### src/hw/rtl/mexp_pkg.sv
package mexp_pkg;

    localparam int DATA_BITS      = 32;
    localparam int WORD_BITS_DEF  = 32;

    typedef enum logic [2:0] {
        ST_IDLE,
        ST_REDUCE,
        ST_LOAD_ACC,
        ST_MUL_ACC,
        ST_LOAD_SQ,
        ST_MUL_SQ,
        ST_FINISH
    } state_t;

    // controller -> datapath
    typedef struct packed {
        logic load;      // capture item, start base reduction
        logic step;      // one multiplier / reducer step
        logic sel_one;   // addend is 1 (base reduction) instead of the square
        logic load_acc;  // start acc * sq
        logic load_sq;   // start sq * sq
        logic wr_acc;
        logic wr_sq;
        logic shift_ex;
        logic out_load;
    } cmd_t;

    // datapath -> controller
    typedef struct packed {
        logic cnt_last;
        logic ex_zero;
        logic ex_b0;
        logic ex_b1;
        logic ex_rest_zero;
    } status_t;

endpackage

### src/hw/rtl/mexp_ctrl.sv
module mexp_ctrl (
    input  logic                clk,
    input  logic                rst_n,
    input  logic                in_valid,
    output logic                in_stall,
    output logic                out_valid,
    input  logic                out_stall,
    input  mexp_pkg::status_t   status,
    output mexp_pkg::cmd_t      cmd
);

    mexp_pkg::state_t state_reg;
    mexp_pkg::state_t state_next;
    logic             out_valid_reg;
    logic             out_valid_next;
    logic             out_free;

    assign out_free  = !out_valid_reg || !out_stall;
    assign in_stall  = (state_reg != mexp_pkg::ST_IDLE);
    assign out_valid = out_valid_reg;

    always_ff @(posedge clk or negedge rst_n)
    begin
        if (!rst_n)
        begin
            state_reg     <= mexp_pkg::ST_IDLE;
            out_valid_reg <= 1'b0;
        end
        else
        begin
            state_reg     <= state_next;
            out_valid_reg <= out_valid_next;
        end
    end

    always_comb
    begin
        out_valid_next = out_valid_reg && out_stall;
        if (cmd.out_load)
        begin
            out_valid_next = 1'b1;
        end
    end

    // next state
    always_comb
    begin
        state_next = state_reg;
        case (state_reg)
            mexp_pkg::ST_IDLE:
            begin
                if (in_valid)
                begin
                    state_next = mexp_pkg::ST_REDUCE;
                end
            end
            mexp_pkg::ST_REDUCE:
            begin
                if (status.cnt_last)
                begin
                    if (status.ex_zero)
                    begin
                        state_next = mexp_pkg::ST_FINISH;
                    end
                    else if (status.ex_b0)
                    begin
                        state_next = mexp_pkg::ST_LOAD_ACC;
                    end
                    else
                    begin
                        state_next = mexp_pkg::ST_LOAD_SQ;
                    end
                end
            end
            mexp_pkg::ST_LOAD_ACC:
            begin
                state_next = mexp_pkg::ST_MUL_ACC;
            end
            mexp_pkg::ST_MUL_ACC:
            begin
                if (status.cnt_last)
                begin
                    // no square needed once the remaining exponent bits are clear
                    if (status.ex_rest_zero)
                    begin
                        state_next = mexp_pkg::ST_FINISH;
                    end
                    else
                    begin
                        state_next = mexp_pkg::ST_LOAD_SQ;
                    end
                end
            end
            mexp_pkg::ST_LOAD_SQ:
            begin
                state_next = mexp_pkg::ST_MUL_SQ;
            end
            mexp_pkg::ST_MUL_SQ:
            begin
                if (status.cnt_last)
                begin
                    if (status.ex_b1)
                    begin
                        state_next = mexp_pkg::ST_LOAD_ACC;
                    end
                    else
                    begin
                        state_next = mexp_pkg::ST_LOAD_SQ;
                    end
                end
            end
            mexp_pkg::ST_FINISH:
            begin
                if (out_free)
                begin
                    state_next = mexp_pkg::ST_IDLE;
                end
            end
            default:
            begin
                state_next = mexp_pkg::ST_IDLE;
            end
        endcase
    end

    // commands
    always_comb
    begin
        cmd = '0;
        case (state_reg)
            mexp_pkg::ST_IDLE:
            begin
                cmd.load = in_valid;
            end
            mexp_pkg::ST_REDUCE:
            begin
                cmd.step    = 1'b1;
                cmd.sel_one = 1'b1;
                cmd.wr_sq   = status.cnt_last;
            end
            mexp_pkg::ST_LOAD_ACC:
            begin
                cmd.load_acc = 1'b1;
            end
            mexp_pkg::ST_MUL_ACC:
            begin
                cmd.step   = 1'b1;
                cmd.wr_acc = status.cnt_last;
            end
            mexp_pkg::ST_LOAD_SQ:
            begin
                cmd.load_sq = 1'b1;
            end
            mexp_pkg::ST_MUL_SQ:
            begin
                cmd.step     = 1'b1;
                cmd.wr_sq    = status.cnt_last;
                cmd.shift_ex = status.cnt_last;
            end
            mexp_pkg::ST_FINISH:
            begin
                cmd.out_load = out_free;
            end
            default:
            begin
                cmd = '0;
            end
        endcase
    end

endmodule

### src/hw/rtl/mexp_dp.sv
module mexp_dp #(
    parameter int WORD_BITS = mexp_pkg::WORD_BITS_DEF
) (
    input  logic                            clk,
    input  logic                            rst_n,
    input  logic                            cfg_write,
    input  logic [mexp_pkg::DATA_BITS-1:0]  modulus,
    input  logic [mexp_pkg::DATA_BITS-1:0]  base,
    input  logic [mexp_pkg::DATA_BITS-1:0]  exponent,
    input  mexp_pkg::cmd_t                  cmd,
    output mexp_pkg::status_t               status,
    output logic [mexp_pkg::DATA_BITS-1:0]  power_residue
);

    localparam int CW = $clog2(WORD_BITS);
    localparam int SW = WORD_BITS + 2;

    logic [WORD_BITS-1:0]           mod_reg;
    logic [WORD_BITS-1:0]           acc_reg;
    logic [WORD_BITS-1:0]           sq_reg;
    logic [WORD_BITS-1:0]           ex_reg;
    logic [WORD_BITS-1:0]           prod_reg;
    logic [WORD_BITS-1:0]           mpl_reg;
    logic [CW-1:0]                  cnt_reg;
    logic [mexp_pkg::DATA_BITS-1:0] res_reg;

    logic [WORD_BITS-1:0]           addend;
    logic [SW-1:0]                  sum;
    logic [SW-1:0]                  m1;
    logic [SW-1:0]                  m2;
    logic [WORD_BITS-1:0]           prod_next;
    logic                           mod_zero;
    logic                           mod_one;

    assign mod_zero = (mod_reg == '0);
    assign mod_one  = (mod_reg == WORD_BITS'(1));

    // one interleaved step: r = (2r + bit * addend) mod m, with r, addend < m
    assign addend = cmd.sel_one ? WORD_BITS'(1) : sq_reg;
    assign sum    = {1'b0, prod_reg, 1'b0} + (mpl_reg[WORD_BITS-1] ? {2'b00, addend} : '0);
    assign m1     = {2'b00, mod_reg};
    assign m2     = {1'b0, mod_reg, 1'b0};

    always_comb
    begin
        if (mod_zero)
        begin
            prod_next = sum[WORD_BITS-1:0];   // wraps mod 2^WORD_BITS
        end
        else if (sum >= m2)
        begin
            prod_next = WORD_BITS'(sum - m2);
        end
        else if (sum >= m1)
        begin
            prod_next = WORD_BITS'(sum - m1);
        end
        else
        begin
            prod_next = sum[WORD_BITS-1:0];
        end
    end

    always_ff @(posedge clk or negedge rst_n)
    begin
        if (!rst_n)
        begin
            mod_reg <= WORD_BITS'(1);
        end
        else if (cfg_write)
        begin
            mod_reg <= modulus[WORD_BITS-1:0];
        end
    end

    always_ff @(posedge clk)
    begin
        if (cmd.load)
        begin
            mpl_reg  <= base[WORD_BITS-1:0];
            ex_reg   <= exponent[WORD_BITS-1:0];
            acc_reg  <= mod_one ? '0 : WORD_BITS'(1);
            prod_reg <= '0;
            cnt_reg  <= '0;
        end
        else if (cmd.load_acc || cmd.load_sq)
        begin
            mpl_reg  <= cmd.load_acc ? acc_reg : sq_reg;
            prod_reg <= '0;
            cnt_reg  <= '0;
        end
        else if (cmd.step)
        begin
            mpl_reg  <= {mpl_reg[WORD_BITS-2:0], 1'b0};
            prod_reg <= prod_next;
            cnt_reg  <= cnt_reg + CW'(1);
        end

        if (cmd.wr_acc)
        begin
            acc_reg <= prod_next;
        end
        if (cmd.wr_sq)
        begin
            sq_reg <= prod_next;
        end
        if (cmd.shift_ex)
        begin
            ex_reg <= {1'b0, ex_reg[WORD_BITS-1:1]};
        end

        // ex_reg only reaches zero here when the exponent was zero
        if (cmd.out_load)
        begin
            res_reg <= (ex_reg == '0) ? mexp_pkg::DATA_BITS'(1)
                                      : mexp_pkg::DATA_BITS'(acc_reg);
        end
    end

    assign status.cnt_last     = (cnt_reg == CW'(WORD_BITS - 1));
    assign status.ex_zero      = (ex_reg == '0);
    assign status.ex_b0        = ex_reg[0];
    assign status.ex_b1        = ex_reg[1];
    assign status.ex_rest_zero = (ex_reg[WORD_BITS-1:1] == '0);

    assign power_residue = res_reg;

endmodule

### src/hw/rtl/modular_exponentiation.sv
// Modular exponentiation: power_residue = base ^ exponent mod modulus,
// right-to-left square-and-multiply over the low WORD_BITS bits of each operand.
// Config: write modulus on the cfg channel (cfg_valid with cfg_ready, which is
// always high); write only while no item is in flight. Modulus resets to 1,
// and a modulus of 0 wraps products mod 2^WORD_BITS.
// Input: base and exponent are taken when in_valid is high and in_stall low.
// One item is worked at a time; in_stall stays high from acceptance until
// the result has moved into the output register.
// Schedule: W = WORD_BITS, e the exponent's bit length. The base is reduced
// first; each modular product is then a load step and a run of steps on the
// shared bit-serial multiplier: one multiply per set exponent bit and one
// squaring per bit below the top one, so p <= 2e - 1 products. A zero
// exponent skips the products and goes straight to the output.
// Output: power_residue is held in a register with out_valid; a stalled result
// stays unchanged, and the next item may be accepted while it waits.
// Reset clears the controller and the output valid and sets the modulus back to 1; an item in flight is dropped.
module modular_exponentiation #(
    parameter int WORD_BITS = mexp_pkg::WORD_BITS_DEF
) (
    input  logic                            clk,
    input  logic                            rst_n,
    input  logic                            cfg_valid,
    output logic                            cfg_ready,
    input  logic [mexp_pkg::DATA_BITS-1:0]  modulus,
    input  logic                            in_valid,
    output logic                            in_stall,
    input  logic [mexp_pkg::DATA_BITS-1:0]  base,
    input  logic [mexp_pkg::DATA_BITS-1:0]  exponent,
    output logic                            out_valid,
    input  logic                            out_stall,
    output logic [mexp_pkg::DATA_BITS-1:0]  power_residue
);

    mexp_pkg::cmd_t    cmd;
    mexp_pkg::status_t status;

    assign cfg_ready = 1'b1;

    mexp_ctrl u_ctrl (
        .clk       (clk),
        .rst_n     (rst_n),
        .in_valid  (in_valid),
        .in_stall  (in_stall),
        .out_valid (out_valid),
        .out_stall (out_stall),
        .status    (status),
        .cmd       (cmd)
    );

    mexp_dp #(
        .WORD_BITS (WORD_BITS)
    ) u_dp (
        .clk           (clk),
        .rst_n         (rst_n),
        .cfg_write     (cfg_valid && cfg_ready),
        .modulus       (modulus),
        .base          (base),
        .exponent      (exponent),
        .cmd           (cmd),
        .status        (status),
        .power_residue (power_residue)
    );

endmodule

### config.mk
export PLATFORM = sky130hd
export DESIGN_NAME = modular_exponentiation
export DESIGN_NICKNAME = d
export VERILOG_FILES = /design/src/hw/rtl/mexp_pkg.sv /design/src/hw/rtl/mexp_ctrl.sv /design/src/hw/rtl/mexp_dp.sv /design/src/hw/rtl/modular_exponentiation.sv
export SDC_FILE = /design/constraint.sdc
export NUM_CORES = 1
export LEC_CHECK = 0
export ABC_AREA = 0
export ABC_CLOCK_PERIOD_IN_PS = 12600
export BUFFER_PORTS_ARGS = -buffer_cell sky130_fd_sc_hd__buf_2
export CAP_MARGIN = 20
export CORE_AREA = 2 2 205 207
export DETAILED_ROUTE_END_ITERATION = 8
export DIE_AREA = 0 0 207 209
export SLEW_MARGIN = 5
export SYNTH_ARGS = -nofsm -noshare
export SYNTH_HDL_FRONTEND = slang
export SYNTH_SLANG_ARGS = --single-unit
### constraint.sdc
create_clock -name clk -period 12.6 [get_ports clk]
set_input_delay 0.63 -clock clk [delete_from_list [all_inputs] [get_ports clk]]
set_output_delay 0.63 -clock clk [all_outputs]
set_load 0.01 [all_outputs]
==> reports/results.txt <==
outcome: complete, no violations
CTS tree: done
die area: 0.0433 mm^2
pin count of the biggest net entering global routing: 64
clk buf depth: 3
DRC viols: 0
Gate Count Post-Synth: 1713
DP Cell Count: 2308
Hold Slack: 0.205 ns
layout cells sized above 1: 14.8%
clk_lat worst skew: 0.57 ns
antenna violations before repair: 0
global-route wire length before repair: 75.5 mm
CP endpoint kind: register
period utilisation layout: 60.7%
Pins Over Slew Limit: 0
Worst Tran Pin Value: 1.09 ns
combined area of all synthesized cells: 0.0162 mm^2
count leader, synth: edfxtp_1
grt ovf: 0
FFs w/ async S/R, synth: 15.5%
syn avg cell area: 9.47 um^2
setup bufs post-CTS: 0
die width: 207 um
Area growth syn-to-layout: 12.2%
Setup violations, final: 0
port buffer count: 134
Non-Filler Instances: 2358
wire per inst: 20.5 um
Post-synth top flop: edfxtp_1
clk root buf: clkbuf_16
Hold WC Path Type: in2async
fill cell total of the finished layout: 4068
FF-to-FF Start: u_ctrl.state_reg[2]$_DFFE_PN0P_
Core Area: 0.0413 mm^2
area share of the largest cell type after synthesis: 29.4%
DP Area: 0.0173 mm^2
Post-CTS Hold Fix Bufs: 0
vias in the first global route: 13000
Peak Freq: 131 MHz
post-DP HPWL: 36.9 mm
GRT Util Overall: 21.9%
drt pass-1 iters: 7
Final Cell Area: 0.0182 mm^2
Yosys top cell by area: edfxtp_1
clock skew: 0.0139 ns
Post-synth EDFFs: 159
Synthesized Nets: 1914
die span in y: 209 um
Worst Setup Start Kind: register
Worst EP required: 13.00 ns
CP max FO: 31
TritonCTS buffer count: 27
PostCTS Resize Cnt: 0
max-cap violations: 0
worst path arrival time: 8.05 ns
beginning of the critical path: u_ctrl.state_reg[2]$_DFFE_PN0P_
RSZ-0062 raised after global routing: false
Final #Nets: 1999
most frequent cells after synthesis: edfxtp_1, nand2_1, o21ai_0
final WL: 48.4 mm
starting density of the core: 39.3%
post-route ant nets: 0
htree depth: 1
Seq/Total Area, Yosys: 39.7%
synth top area cells: edfxtp_1, ha_1, dfrtp_1, dfxtp_1, o21ai_0
total negative slack: 0 ns
IO Pins: 136
CTS sink cnt: 233
CTS clk-pin slew, worst paths: 0.06 ns
Slew HR: 27.4%
1st-iter DRT viols: 1268
vias per inst: 5.82
vias after detailed routing: 13700
crit path time final: 7.65 ns
# rows: 75
Seq cells post-synth: 233
Routability Congestion: 0.950
Final Hold Fails: 0
CP Class: reg2reg
synth unique cells: 94
yosys synthesis warning count: 0
ANT cells: 0
## critical path, cell delays in order (launching register included)
cell	delay, ns
dfrtp_1	0.69
nor3b_1	0.12
nor2b_1	0.13
buf_4	0.30
nand2_1	0.15
inv_1	0.08
ha_1	0.23
a211oi_1	0.33
o21ai_0	0.23
a311oi_1	0.57
o21ai_0	0.15
a21o_1	0.23
a221o_1	0.34
xor2_1	0.48
ha_1	0.38
nand4_1	0.22
nor4b_1	0.46
a32o_1	0.23
nor2_1	0.09
nor2_1	0.22
a211o_1	0.77
nor2_1	0.32
or4_1	0.54
a31oi_1	0.21
## cell usage in the layout (no fill, tap or decap), types with 10 or more instances in the layout
cell and count:
a211oi_1 18, a21o_1 32, a21oi_1 106, a22o_1 14, a22oi_1 36, a31oi_1 20, a32oi_1 10, and2_1 55
and3_1 13, buf_2 134, buf_4 21, clkbuf_1 10, clkbuf_16 27, dfrtp_1 35, dfxtp_1 38, edfxtp_1 159
ha_1 97, inv_1 76, mux2_2 34, mux2i_1 39, nand2_1 143, nand2b_1 13, nand3_1 40, nand4_1 33
nor2_1 76, nor2b_1 39, nor3_1 31, nor4_1 23, o211ai_1 15, o21ai_0 136, o21bai_1 17, xnor2_1 39
xor2_1 32
## routing by layer
layer / track usage [%] / wire length (um) / vias up
met4: 5.20 / 1010 / 0
li1: - / - / 6649
met3: 2.72 / 2940 / 56
met5: 0 / 0 / -
met1: 33.2 / 23900 / 6548
met2: 32.8 / 20500 / 473
## through the flow
stage	worst slack, ns	utilization, %
CTS	5.17	44.1
global placement	5.50	42.0
floorplan	6.65	-
finish	4.95	44.1
detailed placement	5.23	42.0
global route	4.50	44.1
## final timing paths
path | endpoint | slack (ns) | cells after the start
hold reg to reg | u_dp.prod_reg[8]$_SDFFE_PP0P_ | 0.46 | 2
setup reg to reg | u_dp.acc_reg[16]$_SDFFCE_PN0P_ | 4.95 | 23
hold / removal | u_dp.mod_reg[27]$_DFFE_PN0P_ | 0.21 | 1
min in group clk | u_dp.mod_reg[7]$_DFFE_PN0P_ | 0.26 | 3
setup / recovery | u_dp.acc_reg[16]$_SDFFCE_PN0P_ | 4.95 | 23
max in group asynchronous | u_dp.mod_reg[29]$_DFFE_PN0P_ | 11.81 | 1
## cells by family (layout without fill, tap and decap cells)
family / Yosys count / after routing / share of synthesized area (%)
DFF: 233 / 233 / 39.7
xor gates and xnor gates: 72 / 72 / 4.00
adders and majority gates: 100 / 100 / 7.85
buffers and inverters: 176 / 282 / 4.43
muxes: 73 / 73 / 4.77
AOI/OAI and AO/OA: 543 / 543 / 22.9
and+or+nand+nor: 515 / 515 / 16.3
other: 1 / 1 / 0.0231
## final cells by class
type | instances | area (um^2) | share of cell area (%)
Multi-Input combinational cell | 1304 | 9100 | 50.0
Sequential cell | 233 | 6440 | 35.4
Timing Repair Buffer | 155 | 828 | 4.55
Clock buffer | 40 | 754 | 4.15
Tap cell | 539 | 674 | 3.71
Inverter | 77 | 289 | 1.59
Clock inverter | 10 | 109 | 0.598
Power is not shown: default switching activity piles up to over one toggle a cycle in this logic, so the estimate is an artifact.
